[config.mk]
export PLATFORM = sky130hd
export DESIGN_NAME = process_table_scheduler
export DESIGN_NICKNAME = d
export VERILOG_FILES = /design/src/rtl/pts_pkg.sv /design/src/rtl/process_table_scheduler.sv /design/src/rtl/pts_table.sv /design/src/rtl/pts_engine.sv
export SDC_FILE = /design/constraint.sdc
export NUM_CORES = 1
export LEC_CHECK = 0
export ABC_AREA = 1
export BUFFER_PORTS_ARGS = -buffer_cell sky130_fd_sc_hd__buf_2
export CAP_MARGIN = 20
export CORE_MARGIN = 4
export CORE_UTILIZATION = 40
export DETAILED_ROUTE_END_ITERATION = 12
export PLACE_DENSITY = 0.67
export SETUP_SLACK_MARGIN = 0.02
export SKIP_CTS_REPAIR_TIMING = 1
export SLEW_MARGIN = 20
export SYNTH_ARGS = -nofsm -noshare
export SYNTH_HDL_FRONTEND = slang
export SYNTH_SLANG_ARGS = --single-unit
[constraint.sdc]
create_clock -name clk -period 5.6 [get_ports clk]
set_clock_uncertainty 0.2 [all_clocks]
set_input_delay 0.56 -clock clk [delete_from_list [all_inputs] [get_ports clk]]
set_output_delay 0.56 -clock clk [all_outputs]
set_load 0.02 [all_outputs]
[src/rtl/pts_pkg.sv]
// Shared types and codes for the process table scheduler.
// No dependencies; imported by the top level, pts_engine and pts_table.
package pts_pkg;

  // Fixed field widths of the request and result items
  localparam int IDX_FIELD_W   = 4;
  localparam int TIME_FIELD_W  = 16;
  localparam int PRIO_W        = 8;
  localparam int QUANTUM_W     = 8;
  localparam int ENTRY_COUNT_W = 5;
  localparam int CFG_INDEX_W   = 2;
  localparam int CFG_DATA_W    = 8;

  // Request kinds (in_tuser)
  localparam logic REQ_WRITE  = 1'b0;
  localparam logic REQ_SELECT = 1'b1;

  // Configuration register indexes
  localparam logic [CFG_INDEX_W-1:0] CFG_MODE    = 2'd0;
  localparam logic [CFG_INDEX_W-1:0] CFG_QUANTUM = 2'd1;
  localparam logic [CFG_INDEX_W-1:0] CFG_STEP    = 2'd2;
  localparam logic [CFG_INDEX_W-1:0] CFG_COUNT   = 2'd3;

  // Scheduling modes
  typedef enum logic [1:0] {
    MODE_FIRST = 2'd0,
    MODE_RR    = 2'd1,
    MODE_HOLD  = 2'd2,
    MODE_AGE   = 2'd3
  } mode_t;

  // Table port controls driven by the engine
  typedef struct packed {
    logic rd_en;
    logic wr_en;
  } tbl_ctl_t;

endpackage

[src/rtl/process_table_scheduler.sv]
// Top level of the process table scheduler: configuration registers,
// request/result channels and output register. Uses pts_pkg, pts_engine,
// pts_table.
//
//  channel | direction | handshake            | payload
//  in_     | request   | in_tvalid/in_tready  | tuser kind, tdata entry fields + tick
//  out_    | result    | out_tvalid/out_tready| tuser found, tdata index + priority
//  cfg_    | write     | cfg_valid/cfg_ready  | cfg_index, cfg_data
//
// A write request, or a select with scan length zero, goes straight to the
// result state. A select while a hold is running makes one table read. A
// select with scan first brings the round-robin start below n (n = scan
// length) by subtraction, then reads one entry per cycle through the single
// read port of the table memory until a ready entry is found or all n are read.
// Reset clears the waiting flags at once; no clearing pass is needed.
// A stalled result sits in the output register while the next request is
// taken; that request finishes once the register frees up.
module process_table_scheduler #(
  parameter int MAX_ENTRIES = 16,
  parameter int TIME_BITS   = 16
) (
  input  logic                              clk,
  input  logic                              rst_n,
  // Request channel
  input  logic                              in_tvalid,
  output logic                              in_tready,
  // [3:0] entry_index, [19:4] arrival_time, [35:20] run_time,
  // [36] is_waiting, [44:37] prio_value, [60:45] sel_tick, [63:61] zero
  input  logic [63:0]                       in_tdata,
  // [0] req_type
  input  logic                              in_tuser,
  // Result channel
  output logic                              out_tvalid,
  input  logic                              out_tready,
  // [3:0] selected_index, [11:4] selected_priority, [15:12] zero
  output logic [15:0]                       out_tdata,
  // [0] found
  output logic                              out_tuser,
  // Configuration write channel
  input  logic                              cfg_valid,
  output logic                              cfg_ready,
  input  logic [pts_pkg::CFG_INDEX_W-1:0]   cfg_index,
  input  logic [pts_pkg::CFG_DATA_W-1:0]    cfg_data
);
  import pts_pkg::*;

  localparam int IDX_W = $clog2(MAX_ENTRIES);

  mode_t                    mode_r;
  logic [QUANTUM_W-1:0]     quantum_r;
  logic [PRIO_W-1:0]        step_r;
  logic [ENTRY_COUNT_W-1:0] count_r;

  logic                     eng_idle;
  logic                     in_accept;
  logic                     out_free;
  logic                     res_valid;
  logic                     res_found;
  logic [IDX_FIELD_W-1:0]   res_index;
  logic [PRIO_W-1:0]        res_prio;

  tbl_ctl_t                 tbl_ctl;
  logic [IDX_W-1:0]         tbl_rd_addr;
  logic [IDX_W-1:0]         tbl_wr_addr;
  logic [TIME_BITS-1:0]     tbl_wr_arrival;
  logic [TIME_BITS-1:0]     tbl_wr_runtime;
  logic [PRIO_W-1:0]        tbl_wr_prio;
  logic                     tbl_wr_wait;
  logic [TIME_BITS-1:0]     tbl_rd_arrival;
  logic [TIME_BITS-1:0]     tbl_rd_runtime;
  logic [PRIO_W-1:0]        tbl_rd_prio;
  logic                     tbl_rd_wait;

  logic                     out_valid_r;
  logic                     out_found_r;
  logic [IDX_FIELD_W-1:0]   out_index_r;
  logic [PRIO_W-1:0]        out_prio_r;

  // Configuration registers
  assign cfg_ready = 1'b1;

  always_ff @(posedge clk) begin
    if (!rst_n) begin
      mode_r    <= MODE_FIRST;
      quantum_r <= QUANTUM_W'(1);
      step_r    <= '0;
      count_r   <= ENTRY_COUNT_W'(16);
    end else if (cfg_valid && cfg_ready) begin
      unique case (cfg_index)
        CFG_MODE:    mode_r    <= mode_t'(cfg_data[1:0]);
        CFG_QUANTUM: quantum_r <= cfg_data;
        CFG_STEP:    step_r    <= cfg_data;
        CFG_COUNT:   count_r   <= cfg_data[ENTRY_COUNT_W-1:0];
        default:     mode_r    <= mode_r;
      endcase
    end
  end

  assign in_tready = eng_idle;
  assign in_accept = in_tvalid && in_tready;
  assign out_free  = !out_valid_r || out_tready;

  pts_engine #(
    .MAX_ENTRIES (MAX_ENTRIES),
    .TIME_BITS   (TIME_BITS)
  ) u_engine (
    .clk            (clk),
    .rst_n          (rst_n),
    .start          (in_accept),
    .idle           (eng_idle),
    .req_type       (in_tuser),
    .entry_index    (in_tdata[3:0]),
    .arrival_time   (in_tdata[19:4]),
    .run_time       (in_tdata[35:20]),
    .is_waiting     (in_tdata[36]),
    .prio_value     (in_tdata[44:37]),
    .sel_tick       (in_tdata[60:45]),
    .sched_mode     (mode_r),
    .quantum        (quantum_r),
    .priority_step  (step_r),
    .entry_count    (count_r),
    .out_free       (out_free),
    .res_valid      (res_valid),
    .res_found      (res_found),
    .res_index      (res_index),
    .res_prio       (res_prio),
    .tbl_ctl        (tbl_ctl),
    .tbl_rd_addr    (tbl_rd_addr),
    .tbl_wr_addr    (tbl_wr_addr),
    .tbl_wr_arrival (tbl_wr_arrival),
    .tbl_wr_runtime (tbl_wr_runtime),
    .tbl_wr_prio    (tbl_wr_prio),
    .tbl_wr_wait    (tbl_wr_wait),
    .tbl_rd_arrival (tbl_rd_arrival),
    .tbl_rd_runtime (tbl_rd_runtime),
    .tbl_rd_prio    (tbl_rd_prio),
    .tbl_rd_wait    (tbl_rd_wait)
  );

  pts_table #(
    .MAX_ENTRIES (MAX_ENTRIES),
    .TIME_BITS   (TIME_BITS)
  ) u_table (
    .clk        (clk),
    .rst_n      (rst_n),
    .ctl        (tbl_ctl),
    .rd_addr    (tbl_rd_addr),
    .wr_addr    (tbl_wr_addr),
    .wr_arrival (tbl_wr_arrival),
    .wr_runtime (tbl_wr_runtime),
    .wr_prio    (tbl_wr_prio),
    .wr_wait    (tbl_wr_wait),
    .rd_arrival (tbl_rd_arrival),
    .rd_runtime (tbl_rd_runtime),
    .rd_prio    (tbl_rd_prio),
    .rd_wait    (tbl_rd_wait)
  );

  // Output register: load a finished result, drop it when taken
  always_ff @(posedge clk) begin
    if (!rst_n) begin
      out_valid_r <= 1'b0;
    end else if (res_valid) begin
      out_valid_r <= 1'b1;
    end else if (out_tready) begin
      out_valid_r <= 1'b0;
    end
  end

  always_ff @(posedge clk) begin
    if (res_valid) begin
      out_found_r <= res_found;
      out_index_r <= res_index;
      out_prio_r  <= res_prio;
    end
  end

  assign out_tvalid = out_valid_r;
  assign out_tuser  = out_found_r;
  assign out_tdata  = {4'b0000, out_prio_r, out_index_r};

endmodule

[src/rtl/pts_table.sv]
// Process table storage: one synchronous memory for arrival, run time and
// priority, plus reset-cleared waiting flags. Depends on pts_pkg.
module pts_table #(
  parameter int MAX_ENTRIES = 16,
  parameter int TIME_BITS   = 16
) (
  input  logic                           clk,
  input  logic                           rst_n,
  input  pts_pkg::tbl_ctl_t              ctl,
  input  logic [$clog2(MAX_ENTRIES)-1:0] rd_addr,
  input  logic [$clog2(MAX_ENTRIES)-1:0] wr_addr,
  input  logic [TIME_BITS-1:0]           wr_arrival,
  input  logic [TIME_BITS-1:0]           wr_runtime,
  input  logic [pts_pkg::PRIO_W-1:0]     wr_prio,
  input  logic                           wr_wait,
  output logic [TIME_BITS-1:0]           rd_arrival,
  output logic [TIME_BITS-1:0]           rd_runtime,
  output logic [pts_pkg::PRIO_W-1:0]     rd_prio,
  output logic                           rd_wait
);
  import pts_pkg::*;

  localparam int WORD_W = 2 * TIME_BITS + PRIO_W;

  logic [WORD_W-1:0]      mem [MAX_ENTRIES];
  logic [MAX_ENTRIES-1:0] wait_r;
  logic [WORD_W-1:0]      rd_word_r;
  logic                   rd_wait_r;

  // Write port and registered read port of the entry memory
  always_ff @(posedge clk) begin
    if (ctl.wr_en) begin
      mem[wr_addr] <= {wr_arrival, wr_runtime, wr_prio};
    end
    if (ctl.rd_en) begin
      rd_word_r <= mem[rd_addr];
    end
  end

  // Waiting flags clear at reset; read alongside the memory word
  always_ff @(posedge clk) begin
    if (!rst_n) begin
      wait_r    <= '0;
      rd_wait_r <= 1'b0;
    end else begin
      if (ctl.wr_en) begin
        wait_r[wr_addr] <= wr_wait;
      end
      if (ctl.rd_en) begin
        rd_wait_r <= wait_r[rd_addr];
      end
    end
  end

  assign rd_arrival = rd_word_r[WORD_W-1 -: TIME_BITS];
  assign rd_runtime = rd_word_r[PRIO_W +: TIME_BITS];
  assign rd_prio    = rd_word_r[PRIO_W-1:0];
  assign rd_wait    = rd_wait_r;

endmodule

[src/rtl/pts_engine.sv]
// Request sequencer: table writes, hold bookkeeping and the entry-by-entry
// ready scan over the table memory. Depends on pts_pkg and drives pts_table.
module pts_engine #(
  parameter int MAX_ENTRIES = 16,
  parameter int TIME_BITS   = 16
) (
  input  logic                                clk,
  input  logic                                rst_n,
  // request
  input  logic                                start,
  output logic                                idle,
  input  logic                                req_type,
  input  logic [pts_pkg::IDX_FIELD_W-1:0]     entry_index,
  input  logic [pts_pkg::TIME_FIELD_W-1:0]    arrival_time,
  input  logic [pts_pkg::TIME_FIELD_W-1:0]    run_time,
  input  logic                                is_waiting,
  input  logic [pts_pkg::PRIO_W-1:0]          prio_value,
  input  logic [pts_pkg::TIME_FIELD_W-1:0]    sel_tick,
  // configuration
  input  pts_pkg::mode_t                      sched_mode,
  input  logic [pts_pkg::QUANTUM_W-1:0]       quantum,
  input  logic [pts_pkg::PRIO_W-1:0]          priority_step,
  input  logic [pts_pkg::ENTRY_COUNT_W-1:0]   entry_count,
  // result
  input  logic                                out_free,
  output logic                                res_valid,
  output logic                                res_found,
  output logic [pts_pkg::IDX_FIELD_W-1:0]     res_index,
  output logic [pts_pkg::PRIO_W-1:0]          res_prio,
  // table port
  output pts_pkg::tbl_ctl_t                   tbl_ctl,
  output logic [$clog2(MAX_ENTRIES)-1:0]      tbl_rd_addr,
  output logic [$clog2(MAX_ENTRIES)-1:0]      tbl_wr_addr,
  output logic [TIME_BITS-1:0]                tbl_wr_arrival,
  output logic [TIME_BITS-1:0]                tbl_wr_runtime,
  output logic [pts_pkg::PRIO_W-1:0]          tbl_wr_prio,
  output logic                                tbl_wr_wait,
  input  logic [TIME_BITS-1:0]                tbl_rd_arrival,
  input  logic [TIME_BITS-1:0]                tbl_rd_runtime,
  input  logic [pts_pkg::PRIO_W-1:0]          tbl_rd_prio,
  input  logic                                tbl_rd_wait
);
  import pts_pkg::*;

  localparam int IDX_W = $clog2(MAX_ENTRIES);
  localparam int CNT_W = $clog2(MAX_ENTRIES + 1);
  localparam int N_W   = (CNT_W > ENTRY_COUNT_W) ? CNT_W : ENTRY_COUNT_W;

  typedef enum logic [4:0] {
    S_IDLE = 5'b00001,
    S_MOD  = 5'b00010,
    S_SCAN = 5'b00100,
    S_HOLD = 5'b01000,
    S_FIN  = 5'b10000
  } state_t;

  state_t               state_r,     state_nxt;
  logic [TIME_BITS-1:0] now_r,       now_nxt;
  logic [N_W-1:0]       start_r,     start_nxt;
  logic [IDX_W-1:0]     addr_r,      addr_nxt;
  logic [N_W-1:0]       cnt_r,       cnt_nxt;
  logic                 pend_v_r,    pend_v_nxt;
  logic [IDX_W-1:0]     pend_addr_r, pend_addr_nxt;
  logic [IDX_W-1:0]     pick_r,      pick_nxt;
  logic [IDX_W-1:0]     rr_pos_r,    rr_pos_nxt;
  logic                 rr_valid_r,  rr_valid_nxt;
  logic [IDX_W-1:0]     held_r,      held_nxt;
  logic [TIME_BITS-1:0] hold_r,      hold_nxt;
  logic                 found_r,     found_nxt;
  logic [IDX_FIELD_W-1:0] index_r,   index_nxt;
  logic [PRIO_W-1:0]    prio_r,      prio_nxt;

  logic [N_W-1:0]       ec_ext;
  logic [N_W-1:0]       n_used;
  logic                 hold_sel;
  logic [IDX_W-1:0]     hold_pick;
  logic                 issue;
  logic                 hit;
  logic [TIME_BITS-1:0] quantum_ext;
  logic [TIME_BITS-1:0] slice;
  logic [PRIO_W:0]      aged_sum;
  logic [PRIO_W-1:0]    aged_prio;

  function automatic logic [TIME_BITS-1:0] hold_after(input logic [TIME_BITS-1:0] ticks);
    return (ticks == '0) ? '0 : ticks - TIME_BITS'(1);
  endfunction

  // Scan length: entry count clamped to the table depth
  assign ec_ext = N_W'(entry_count);
  assign n_used = (ec_ext > N_W'(MAX_ENTRIES)) ? N_W'(MAX_ENTRIES) : ec_ext;

  assign hold_sel  = ((sched_mode == MODE_RR) || (sched_mode == MODE_HOLD)) &&
                     (hold_r != '0);
  assign hold_pick = (sched_mode == MODE_RR) ? rr_pos_r : held_r;

  // Scan compare on the word returned for the previous address
  assign issue = (cnt_r < n_used);
  assign hit   = pend_v_r && tbl_rd_wait && (tbl_rd_arrival <= now_r);

  assign quantum_ext = TIME_BITS'(quantum);
  assign slice       = (quantum_ext < tbl_rd_runtime) ? quantum_ext : tbl_rd_runtime;
  assign aged_sum    = {1'b0, tbl_rd_prio} + {1'b0, priority_step};
  assign aged_prio   = aged_sum[PRIO_W] ? {PRIO_W{1'b1}} : aged_sum[PRIO_W-1:0];

  // Sequencer next state
  always_comb begin
    state_nxt     = state_r;
    now_nxt       = now_r;
    start_nxt     = start_r;
    addr_nxt      = addr_r;
    cnt_nxt       = cnt_r;
    pend_v_nxt    = pend_v_r;
    pend_addr_nxt = pend_addr_r;
    pick_nxt      = pick_r;
    rr_pos_nxt    = rr_pos_r;
    rr_valid_nxt  = rr_valid_r;
    held_nxt      = held_r;
    hold_nxt      = hold_r;
    found_nxt     = found_r;
    index_nxt     = index_r;
    prio_nxt      = prio_r;
    res_valid     = 1'b0;

    tbl_ctl        = '0;
    tbl_rd_addr    = addr_r;
    tbl_wr_addr    = pend_addr_r;
    tbl_wr_arrival = tbl_rd_arrival;
    tbl_wr_runtime = tbl_rd_runtime;
    tbl_wr_prio    = aged_prio;
    tbl_wr_wait    = tbl_rd_wait;

    unique case (state_r)
      S_IDLE: begin
        if (start) begin
          if (req_type == REQ_WRITE) begin
            // Write the entry now; indexes past the table are dropped
            if (32'(entry_index) < MAX_ENTRIES) begin
              tbl_ctl.wr_en = 1'b1;
            end
            tbl_wr_addr    = IDX_W'(entry_index);
            tbl_wr_arrival = TIME_BITS'(arrival_time);
            tbl_wr_runtime = TIME_BITS'(run_time);
            tbl_wr_prio    = prio_value;
            tbl_wr_wait    = is_waiting;
            found_nxt      = 1'b0;
            index_nxt      = '0;
            prio_nxt       = '0;
            state_nxt      = S_FIN;
          end else begin
            now_nxt = TIME_BITS'(sel_tick);
            if (hold_sel) begin
              // Keep serving the held entry; fetch its priority
              hold_nxt      = hold_r - TIME_BITS'(1);
              tbl_ctl.rd_en = 1'b1;
              tbl_rd_addr   = hold_pick;
              pick_nxt      = hold_pick;
              state_nxt     = S_HOLD;
            end else if (n_used == '0) begin
              found_nxt = 1'b0;
              index_nxt = '0;
              prio_nxt  = '0;
              state_nxt = S_FIN;
            end else begin
              start_nxt = (sched_mode == MODE_RR && rr_valid_r) ?
                          N_W'(rr_pos_r) + N_W'(1) : '0;
              state_nxt = S_MOD;
            end
          end
        end
      end

      S_MOD: begin
        // Reduce the scan start below the scan length
        if (start_r >= n_used) begin
          start_nxt = start_r - n_used;
        end else begin
          addr_nxt   = IDX_W'(start_r);
          cnt_nxt    = '0;
          pend_v_nxt = 1'b0;
          state_nxt  = S_SCAN;
        end
      end

      S_SCAN: begin
        // Issue one read per cycle, wrapping at the scan length
        tbl_ctl.rd_en = issue;
        pend_v_nxt    = issue;
        pend_addr_nxt = addr_r;
        if (issue) begin
          cnt_nxt  = cnt_r + N_W'(1);
          addr_nxt = ((N_W'(addr_r) + N_W'(1)) == n_used) ? '0 : addr_r + IDX_W'(1);
        end
        if (hit) begin
          found_nxt = 1'b1;
          index_nxt = IDX_FIELD_W'(pend_addr_r);
          prio_nxt  = tbl_rd_prio;
          unique case (sched_mode)
            MODE_RR: begin
              rr_pos_nxt   = pend_addr_r;
              rr_valid_nxt = 1'b1;
              hold_nxt     = hold_after(slice);
            end
            MODE_HOLD: begin
              held_nxt = pend_addr_r;
              hold_nxt = hold_after(tbl_rd_runtime);
            end
            MODE_AGE: begin
              // Write back the aged priority
              tbl_ctl.wr_en = 1'b1;
              prio_nxt      = aged_prio;
            end
            MODE_FIRST: begin
              prio_nxt = tbl_rd_prio;
            end
            default: begin
              prio_nxt = tbl_rd_prio;
            end
          endcase
          state_nxt = S_FIN;
        end else if (!issue && !pend_v_r) begin
          found_nxt = 1'b0;
          index_nxt = '0;
          prio_nxt  = '0;
          state_nxt = S_FIN;
        end
      end

      S_HOLD: begin
        found_nxt = 1'b1;
        index_nxt = IDX_FIELD_W'(pick_r);
        prio_nxt  = tbl_rd_prio;
        state_nxt = S_FIN;
      end

      S_FIN: begin
        // Hand the result over once the output register has room
        if (out_free) begin
          res_valid = 1'b1;
          state_nxt = S_IDLE;
        end
      end

      default: begin
        state_nxt = S_IDLE;
      end
    endcase
  end

  // Control state
  always_ff @(posedge clk) begin
    if (!rst_n) begin
      state_r    <= S_IDLE;
      pend_v_r   <= 1'b0;
      cnt_r      <= '0;
      rr_pos_r   <= '0;
      rr_valid_r <= 1'b0;
      held_r     <= '0;
      hold_r     <= '0;
    end else begin
      state_r    <= state_nxt;
      pend_v_r   <= pend_v_nxt;
      cnt_r      <= cnt_nxt;
      rr_pos_r   <= rr_pos_nxt;
      rr_valid_r <= rr_valid_nxt;
      held_r     <= held_nxt;
      hold_r     <= hold_nxt;
    end
  end

  // Payload registers
  always_ff @(posedge clk) begin
    now_r       <= now_nxt;
    start_r     <= start_nxt;
    addr_r      <= addr_nxt;
    pend_addr_r <= pend_addr_nxt;
    pick_r      <= pick_nxt;
    found_r     <= found_nxt;
    index_r     <= index_nxt;
    prio_r      <= prio_nxt;
  end

  assign idle      = (state_r == S_IDLE);
  assign res_found = found_r;
  assign res_index = index_r;
  assign res_prio  = prio_r;

endmodule

# Yosys cells after proc, flatten, opt, wreduce, memory -nomap -nowiden
# Memory sizes are Yosys's and may differ from the RTL's. A register that Yosys moved wholly into a read port is not among the register bits.
# Index checks and enable logic that the tools add are counted.
[word_totals] register_bits=136 latchBits=0 ramBits=640 romBits=0 memories=1
[op_classes] add_sub_neg=9 mul=0 div_mod_pow=0 order_cmp=8 n_eq_ne=26 shifts=0 mux=96 bitwise_logic=0 reduce_logical=36
[memory_table] memory="u_table.mem" depth=16 word_bits=40 read_ports=1 rd_ports_with_merged_regs=1 wr=1 line="pts_table.sv:25" source="logic [WORD_W-1:0] mem [MAX_ENTRIES];"
[ops] cell="$mux W16" count=13
[ops] cell="$mux W8" count=11
[ops] cell="$mux W5" count=17
[ops] cell="$mux W4" count=17
[ops] cell="$pmux W16 S2" count=2
[ops] cell="$sub A16 B1 Y16 const B" count=3
[ops] cell="$logic_not A16 Y1" count=2
[ops] cell="$pmux W5 S5" count=1
[ops] cell="$pmux W8 S3" count=1
[ops] cell="$mux W1" count=23
[ops] cell="$pmux W5 S2" count=2
[ops] cell="$bwmux W16" count=1
[ops] cell="$le A16 B16 Y1" count=1
[ops] cell="$lt A8 B16 Y1" count=1
[ops] cell="$reduce_bool A16 Y1" count=1
[ops] cell="$ne A2 B1 Y1 const B" count=6
[ops] cell="$pmux W4 S3" count=1
[ops] cell="$reduce_and A3 Y1" count=4
[ops] cell="$reduce_and A6 Y1" count=2
[ops] cell="$add A4 B1 Y5 const B" count=2
[ops] cell="$lt A4 B5 Y1 const B" count=2
[ops] cell="$reduce_and A2 Y1" count=5
[ops] cell="$add A8 B8 Y9" count=1
[ops] cell="$eq A2 B2 Y1 const B" count=4
[ops] cell="other kinds (34)" count=52

# Logic depth before layout (Yosys ltp)
# Gate-level depths: netlist (run 1).
[logic_depth] ltp_word=9 depth_mapped=21 mapped_depth_nobuf=21

# By module
# A second synthesis (run 1) with hierarchy kept.
[hier_totals] cells_unflattened=3072 area_unflattened_um2=35126.2
[modules_own_cells] module="pts_table" n_inst=1 cells_each=2024 area_each_um2=27081.0
[modules_own_cells] module="pts_engine" n_inst=1 cells_each=876 area_each_um2=6567.5
[modules_own_cells] module="process_table_scheduler" n_inst=1 cells_each=172 area_each_um2=1477.7

# Least setup slack after synthesis (run 1)
# OpenSTA, ideal clock, no wires.
[synth_path] path_type="register -> register" startpoint="register u_table.rd_word_r[29], read port of u_table.mem" endpoint="memory u_table.mem[10][0] (netlist bit) (enable)" arrival_time_ps=3600 path_slack_ps=1362 path_stages_with_launch=14 path_cell_list="edfxtp_1 ha_1 a21oi_1 nor2_1 a211oi_1 nand2_1 nand2_1 nand2_1 nand2_1 nand4_1 nand2_1 clkbuf_1 nand3_1 nor2_1"
[synth_between] elab_chain_len=6
[synth_lines] item="start, declared" line="pts_table.sv:27" source="logic [WORD_W-1:0] rd_word_r;"
[synth_lines] item="$le A16 B16 Y1" line="pts_engine.sv:98" source="assign hit = pend_v_r && tbl_rd_wait && (tbl_rd_arrival <= now_r);"
[synth_lines] item="$logic_and A1 B1 Y1" line="pts_engine.sv:98"
[synth_lines] item="$mux W1" line="pts_engine.sv:193" source="if (hit) begin"
[synth_lines] item="$pmux W2 S2" line="pts_engine.sv:132" source="unique case (state_r)"
[synth_lines] item="$mux W1" line="pts_table.sv:32" source="if (ctl.wr_en) begin"
[synth_lines] item="$mux W1 (implied by the code)" line="pts_table.sv:33" source="mem[wr_addr] <= {wr_arrival, wr_runtime, wr_prio};"
[synth_lines] item="end, declared" line="pts_table.sv:25"
# Every way passes these cells.

# Worst setup path in the final report (run 1)
[layout_path] startpoint="register u_table.rd_word_r[33], read port of u_table.mem" endpoint="memory u_table.mem[14][16] (netlist bit) (enable)"
# The elaborated chain is that of the path after synthesis.

==> results of run 1 <==
[power by group through the flow]
stage | logic [mW] | registers, mW | clock network, mW
6_report | 1.76 | 7.22 | 5.41
5_1_grt | 1.94 | 7.24 | 5.76
4_1_cts | 1.73 | 7.22 | 5.49
3_5_place_dp | 1.73 | 7.35 | 0
3_3_place_gp | 1.69 | 7.34 | 0
2_1_floorplan | 1.12 | 7.34 | 0
[state kept, by name, indices dropped and copies added, names as in the netlist, 5 cells and up]
name and count:
u_engine.state_r 5, count_r 5, u_engine.start_r 5, quantum_r 8, u_table.mem 640, u_engine.now_r 16
u_engine.hold_r 16, u_engine.cnt_r 5, u_table.wait_r 16, step_r 8, u_engine.res_prio 8, u_table.rd_word_r 40
out_prio_r 8
[layout make-up]
class                   instances  area [sq um]  share of cell area [%]
multi-input cells            1810          9880                    24.8
repair buffers                163          1220                    3.08
well taps                    1155          1450                    3.63
flip-flops and latches        816         23700                    59.7
clock buffers                 116          2270                    5.72
clock inverters                36           375                   0.944
inverters                     221           846                    2.13
[logic make-up (layout without fill, tap and decap cells)]
group	after synthesis	count (layout)	share of synthesized area (%)
and+or+nand+nor	909	909	10.8
DFF	816	816	67.5
AOI/OAI and AO/OA	801	801	13.5
buffers and inverters	394	536	5.04
adders and majority gates	51	51	1.86
xor gates and xnor gates	25	25	0.623
muxes	19	19	0.609
other	2	5	0.0214
[per-layer routing]
metal | track usage, % | vias to the layer above | part of all wire, %
li1 | - | 11018 | -
met1 | 26.4 | 11418 | 43
met2 | 29.7 | 885 | 47
met3 | 3.53 | 132 | 8.1
met4 | 4.27 | 0 | 1.9
met5 | 0 | - | 0
[stage by stage]
step | hold WS (ns) | area, sq um
after global routing | 0.0187 | 39800
after CTS | -0.135 | 39600
after floorplan | 0.200 | 35100
final | 0.0181 | 39800
after global placement | 0.201 | 36900
after detailed placement | 0.205 | 36900
[placed cells by master (no fill, tap or decap), drive strengths merged, types with 6 or more instances in the layout]
cell type / instances
a21oi: 111
a31oi: 8
buf: 147
bufinv: 6
clkbuf: 116
clkinv: 27
dfxtp: 77
dlygate4sd3: 16
edfxtp: 739
ha: 49
inv: 222
mux2: 19
nand2: 338
nand3: 123
nand4: 17
nor2: 376
nor3: 11
o211ai: 167
o21a: 6
o21ai: 421
o21bai: 32
o221ai: 44
or2: 38
xnor2: 8
xor2: 17
[worst paths after layout]
check / from / cells after the start / endpoint
max: u_table.rd_word_r[33] / 12 / u_table.mem[14][16]
min: cfg_data[4] / 3 / count_r[4]
max reg2reg: u_table.rd_word_r[33] / 12 / u_table.mem[14][16]
min reg2reg: u_engine.res_index[3] / 0 / out_index_r[3]
[worst min-delay path: stages]
cell     delay (ns)
buf_2          0.11
a21oi_1        0.06
o21ai_0        0.07
==> metrics.md, run 1 <==
| Metric | Value |
|---|---|
| Status | `finished, final reports clean` |
| Worst-path clk slew | `0.07 ns` |
| R2r setup slk | `approximately 1.1 ns` |
| Iter 0 DRT Violations | `approximately 2600` |
| CTS tree | `built` |
| Drt drc | `0` |
| Area Overhead vs Synth | `13.2%` |
| Switching share of power | `25.4%` |
| First-pass GRT wire length | `134000 um` |
| Final setup fails | `0` |
| Reg power frac | `around half` |
| TritonCTS buffer count | `82` |
| Routed wire per std cell | `slightly above 20 um` |
| Mapped Area | `about 35000 sq um` |
| Number of global-route vias before repair | `~22000` |
| Vias | `~23000` |
| Gate power share | `around an eighth` |
| Leading area contributor after synthesis | `edfxtp_1` |
| Netlist cell types | `between 40 and 50` |
| Clk pwr share | `between 30% and 40%` |
| Power Density | `362 nW/um^2` |
| Yosys warning total | `0` |
| Initial antenna violation count | `1` |
| Diode count | `0` |
| Max_cap viols | `0` |
| Max-slew violation count | `0` |
| Dpl cells | `around 4100` |
| Layout cell share with drive strength beyond 1 | `between 10 and 15%` |
| CP Cell Sequence | `ha_1 > a21oi_1 > nand3b_1 > a21oi_1 > nor2_1 > nand2_1 > nand2_1 > nand4_1 > nand2_1 > nand3_1 > nor2_4 > buf_12` |
| EDFF count, synth | `739` |
| Largest net degree at the start of global routing | `about 170` |
| Peak Freq | `about 220 MHz` |
| Port Buf Inserts | `91` |
| Cells after Synth | `between 3000 and 4000` |
| Total congestion overflow | `0` |
| Setup ws final | `roughly 1.1 ns` |
| VDD IR-drop max | `roughly 0.27 mV` |
| CP endpoint kind | `register` |
| Top delay family on crit path | `simple AND/OR/NAND/NOR gates` |
| CTS Root Cell | `clkbuf_16` |
| Setup TNS | `0 ns` |
| Final hold violations | `0` |
| Routed Wire Length | `between 80000 and 90000 um` |
| Most common cell in the netlist | `edfxtp_1` |
| Maximum fanout along the worst path | `23` |
| Worst skew pair latency | `around 0.65 ns` |
| Critical Path Source Type | `register` |
| Internal Pwr Total | `approximately 11 mW` |
| Yosys top cell area share | `a little over three fifths` |
| Crit-path slowest cell | `nor2_4` |
| Synth Flop Type | `edfxtp_1` |
| Die H | `304 um` |
| Antenna viol nets, final | `0` |
| Switching pwr | `3.66 mW` |
| Critical path arrival | `4.56 ns` |
| Number of cell rows | `approximately 110` |
| Vias per inst | `5.43` |
| Most instantiated cells after synthesis | `739 x edfxtp_1, 390 x o21ai_0, 373 x nor2_1` |
| Seq cells post-synth | `between 800 and 900` |
| Initial Util | `40.4%` |
| Sequential area share after synthesis | `between 60% and 70%` |
| Ys async rst share | `0%` |
| GRT Total Usage | `a little under a fifth` |
| NumNets Final | `roughly 3200` |
| Top cells by area, synth | `edfxtp_1 63%, o21ai_0 5.6%, dfxtp_1 4.4%` |
| Hold crit path type | `primary input to register` |
| Lkg Pwr | `~14 nW` |
| Avg Cell Area, Syn | `11.6 sq um` |
| GPL Wtd Cong | `0.867` |
| RSZ-0062 raised after global routing | `false` |
| Die area | `approximately 93000 sq um` |
| Pre-CTS setup slack | `~1.2 ns` |
| Final Core Density | `45.7%` |
| Most frequent CP cell | `nand2_1` |
| Initial DRT Pass Iterations | `6` |
| Kind of critical path | `register to register` |
| Slowest stage delay, CP | `0.77 ns` |
| Final Cycle Share | `79.5%` |
| Fillcell total | `approximately 7700` |
| I/O pin count | `100` |
| Die Wd | `between 300 and 400 um` |
| Sink Count | `816` |
| Tightest Pin Transition | `1.13 ns` |
| Period minus WS final | `roughly 4.5 ns` |
| Rel. slew slack | `about a quarter` |
| Core Box Area | `~87000 sq um` |
| HPWL Detailed | `slightly below 50000 um` |
| Worst EP required | `5.71 ns` |
| Clk buf depth | `3` |
| Fin cells | `~4300` |
| H-Tree Depth | `3` |
| Power, Total | `roughly 14 mW` |
| WP buf/inv | `1` |
Power figures use the tool's default switching activity.
==> run 2, diff against run 1 <==
--- a/config.mk
+++ b/config.mk
@@ -11,7 +11,7 @@
 export CORE_MARGIN = 4
 export CORE_UTILIZATION = 40
 export DETAILED_ROUTE_END_ITERATION = 12
-export PLACE_DENSITY = 0.67
+export PLACE_DENSITY = 0.69
 export SETUP_SLACK_MARGIN = 0.02
 export SKIP_CTS_REPAIR_TIMING = 1
 export SLEW_MARGIN = 20
==> constraint.sdc (replaced) <==
create_clock -name clk -period 3.7 [get_ports clk]
set_clock_uncertainty 0.2 [all_clocks]
set_input_delay 0.37 -clock clk [delete_from_list [all_inputs] [get_ports clk]]
set_output_delay 0.37 -clock clk [all_outputs]
set_load 0.02 [all_outputs]
==> metrics.md, run 2 (same netlist as run 1, synthesis figures left out) <==
| Metric | Value |
|---|---|
| Worst EP required | `3.80 ns (-1.91 ns)` |
| Max_cap viols | `0 (unchanged)` |
| Power Density | `539 nW/um^2 (+49%)` |
| Clk pwr share | `37.3% (-0.3 points)` |
| GPL Wtd Cong | `0.860 (-0.78%)` |
| Worst hold slack | `-0.0358 ns (-0.0538 ns)` |
| Switching pwr | `5.55 mW (+52%)` |
| Fin cells | `4372 (+1.3%)` |
| Final hold violations | `1 (+1)` |
| Critical path arrival | `3.62 ns (-0.94 ns)` |
| Largest Register | `u_table.mem` |
| Vias | `23766 (+1.3%)` |
| Iter 0 DRT Violations | `2340 (-8.7%)` |
| Max-slew violation count | `0 (unchanged)` |
| Initial DRT Pass Iterations | `6 (unchanged)` |
| Layout cell share with drive strength beyond 1 | `12.6% (+1.1 points)` |
| Max reg flops | `640 (unchanged)` |
| Status | `complete, but fails checks` |
| Die Wd | `304 um (unchanged)` |
| Initial Util | `40.4% (unchanged)` |
| Largest net degree at the start of global routing | `112 (-32%)` |
| Drt drc | `0 (unchanged)` |
| Kind of critical path | `register to register` |
| Failing checks | `negative hold slack` |
| Port Buf Inserts | `91 (unchanged)` |
| Period minus WS final | `3.51 ns (-0.936 ns)` |
| Final Core Density | `46.5% (+0.80 points)` |
| Rel. slew slack | `38.6% (+14 points)` |
| Tightest Pin Transition | `0.918 ns (-0.208 ns)` |
| VDD IR-drop max | `0.346 mV (+29%)` |
| Number of cell rows | `108 (unchanged)` |
| Dpl cells | `4195 (+1.1%)` |
| Peak Freq | `285 MHz (+27%)` |
| CTS Root Cell | `clkbuf_16` |
| First-pass GRT wire length | `134000 um (-0.27%)` |
| Most common cell after layout, fill and taps aside | `edfxtp_1` |
| Top flop regs | `u_table.mem x640, u_table.rd_word_r x40` |
| Number of global-route vias before repair | `22534 (+1.7%)` |
| Commonest non-fill, non-tap cells in the layout | `739 x edfxtp_1, 390 x o21ai_0, 357 x nor2_1` |
| H-Tree Depth | `3 (unchanged)` |
| Routed wire per std cell | `20.1 um (-1.6%)` |
| Total congestion overflow | `0 (unchanged)` |
| Core Box Area | `87000 sq um (unchanged)` |
| Vias per inst | `5.44 (about the same)` |
| Gate power share | `12.7% (+0.5 points)` |
| Final Cycle Share | `95.0% (+16 points)` |
| NumNets Final | `3285 (+1.9%)` |
| Initial antenna violation count | `1 (unchanged)` |
| CP endpoint kind | `register` |
| Sink Count | `816 (unchanged)` |
| Area Overhead vs Synth | `15.2%` |
| GRT Total Usage | `18.4% (-0.14 points)` |
| Die H | `304 um (unchanged)` |
| Clk buf depth | `3 (unchanged)` |
| Die area | `92600 sq um (unchanged)` |
| Routed Wire Length | `88000 um (-0.34%)` |
| Hold crit path type | `primary input to register` |
| Antenna viol nets, final | `0 (unchanged)` |
| Switching share of power | `25.4% (about the same)` |
| CTS tree | `built` |
| Worst-path clk slew | `0.06 ns (about the same)` |
| TritonCTS buffer count | `80 (-2.4%)` |
| Lkg Pwr | `14.2 nW (+2.5%)` |
| Power, Total | `21.8 mW (+52%)` |
| HPWL Detailed | `51800 um (+4.8%)` |
| Internal Pwr Total | `16.3 mW (+52%)` |
| I/O pin count | `100 (unchanged)` |
| Reg power frac | `50.0% (-0.2 points)` |
| Worst skew pair latency | `0.65 ns (about the same)` |
| Critical Path Source Type | `register` |
| Maximum fanout along the worst path | `15 (-35%)` |
| Final setup fails | `0 (unchanged)` |
| RSZ-0062 raised after global routing | `false` |
run 2: cell count changes in the layout (fill, tap and decap cells not counted), moves of 3 or more:
cell           change
a21oi_1            +6
buf_12            +23
a21oi_2            -6
clkinvlp_4         +3
clkbuf_16          -3
a31oi_2            -4
a31oi_1            +4
buf_4             +23
dlygate4sd3_1     +15
clkbuf_1           -9
run 2: area by class of cell:
| type | count | area, sq um |
|---|---|---|
| Fill cell | 7684 | 46600 |
| Sequential cell | 816 | 23700 |
| Multi-Input combinational cell | 1810 | 9840 |
| Clock buffer | 102 | 2140 |
| Timing Repair Buffer | 225 | 2010 |
| Tap cell | 1155 | 1450 |
| Inverter | 221 | 843 |
| Clock inverter | 42 | 460 |
| Antenna cell | 1 | 2.50 |
run 2: power by group through the flow:
stage	Combinational [mW]	Sequential [mW]	Clock [mW]
2_1_floorplan	1.70	11.1	0
3_3_place_gp	2.64	11.1	0
3_5_place_dp	2.70	11.1	0
4_1_cts	2.72	10.9	8.27
5_1_grt	3.05	10.9	8.64
6_report	2.77	10.9	8.15
run 2: metrics by stage:
step | area, sq um | setup TNS [ns] | hold slack [ns] | setup WS [ns]
after floorplan | 35200 | -171.57 | 0.200 | -0.538
after global placement | 37500 | 0 | 0.202 | 0.216
after detailed placement | 37500 | 0 | 0.205 | 0.151
after CTS | 40100 | 0 | -0.320 | 0.131
after global routing | 40500 | 0 | 0.00286 | 0.0245
final | 40500 | 0 | -0.0358 | 0.186
run 2: per-layer routing:
metal,GRT usage [%],wire length (um)
met3,3.28,6930
met5,0,0
met1,26.2,38700
met4,4.44,1720
met2,29.5,40700
run 2: worst paths after layout:
kind / from / endpoint / slack (ns) / cells after the start
worst min register to register: u_engine.res_index[0] / out_index_r[0] / 0.22 / 0
worst min-delay path: cfg_index[0] / count_r[4] / -0.04 / 4
worst max register to register: u_table.rd_word_r[29] / u_table.mem[6][11] / 0.19 / 13
worst max-delay path: u_table.rd_word_r[29] / u_table.mem[6][11] / 0.19 / 13
run 2: critical path, cell delays in order, from the launching register on:
cell	delay (ns)
edfxtp_1	0.38
ha_1	0.32
a21oi_1	0.16
nor2_1	0.06
a211oi_1	0.21
nand2_1	0.12
nand2_1	0.07
nand2_1	0.04
nand2_1	0.30
nand4_1	0.14
nand2_1	0.23
nand3_1	0.37
nor2_4	0.25
buf_4	0.33
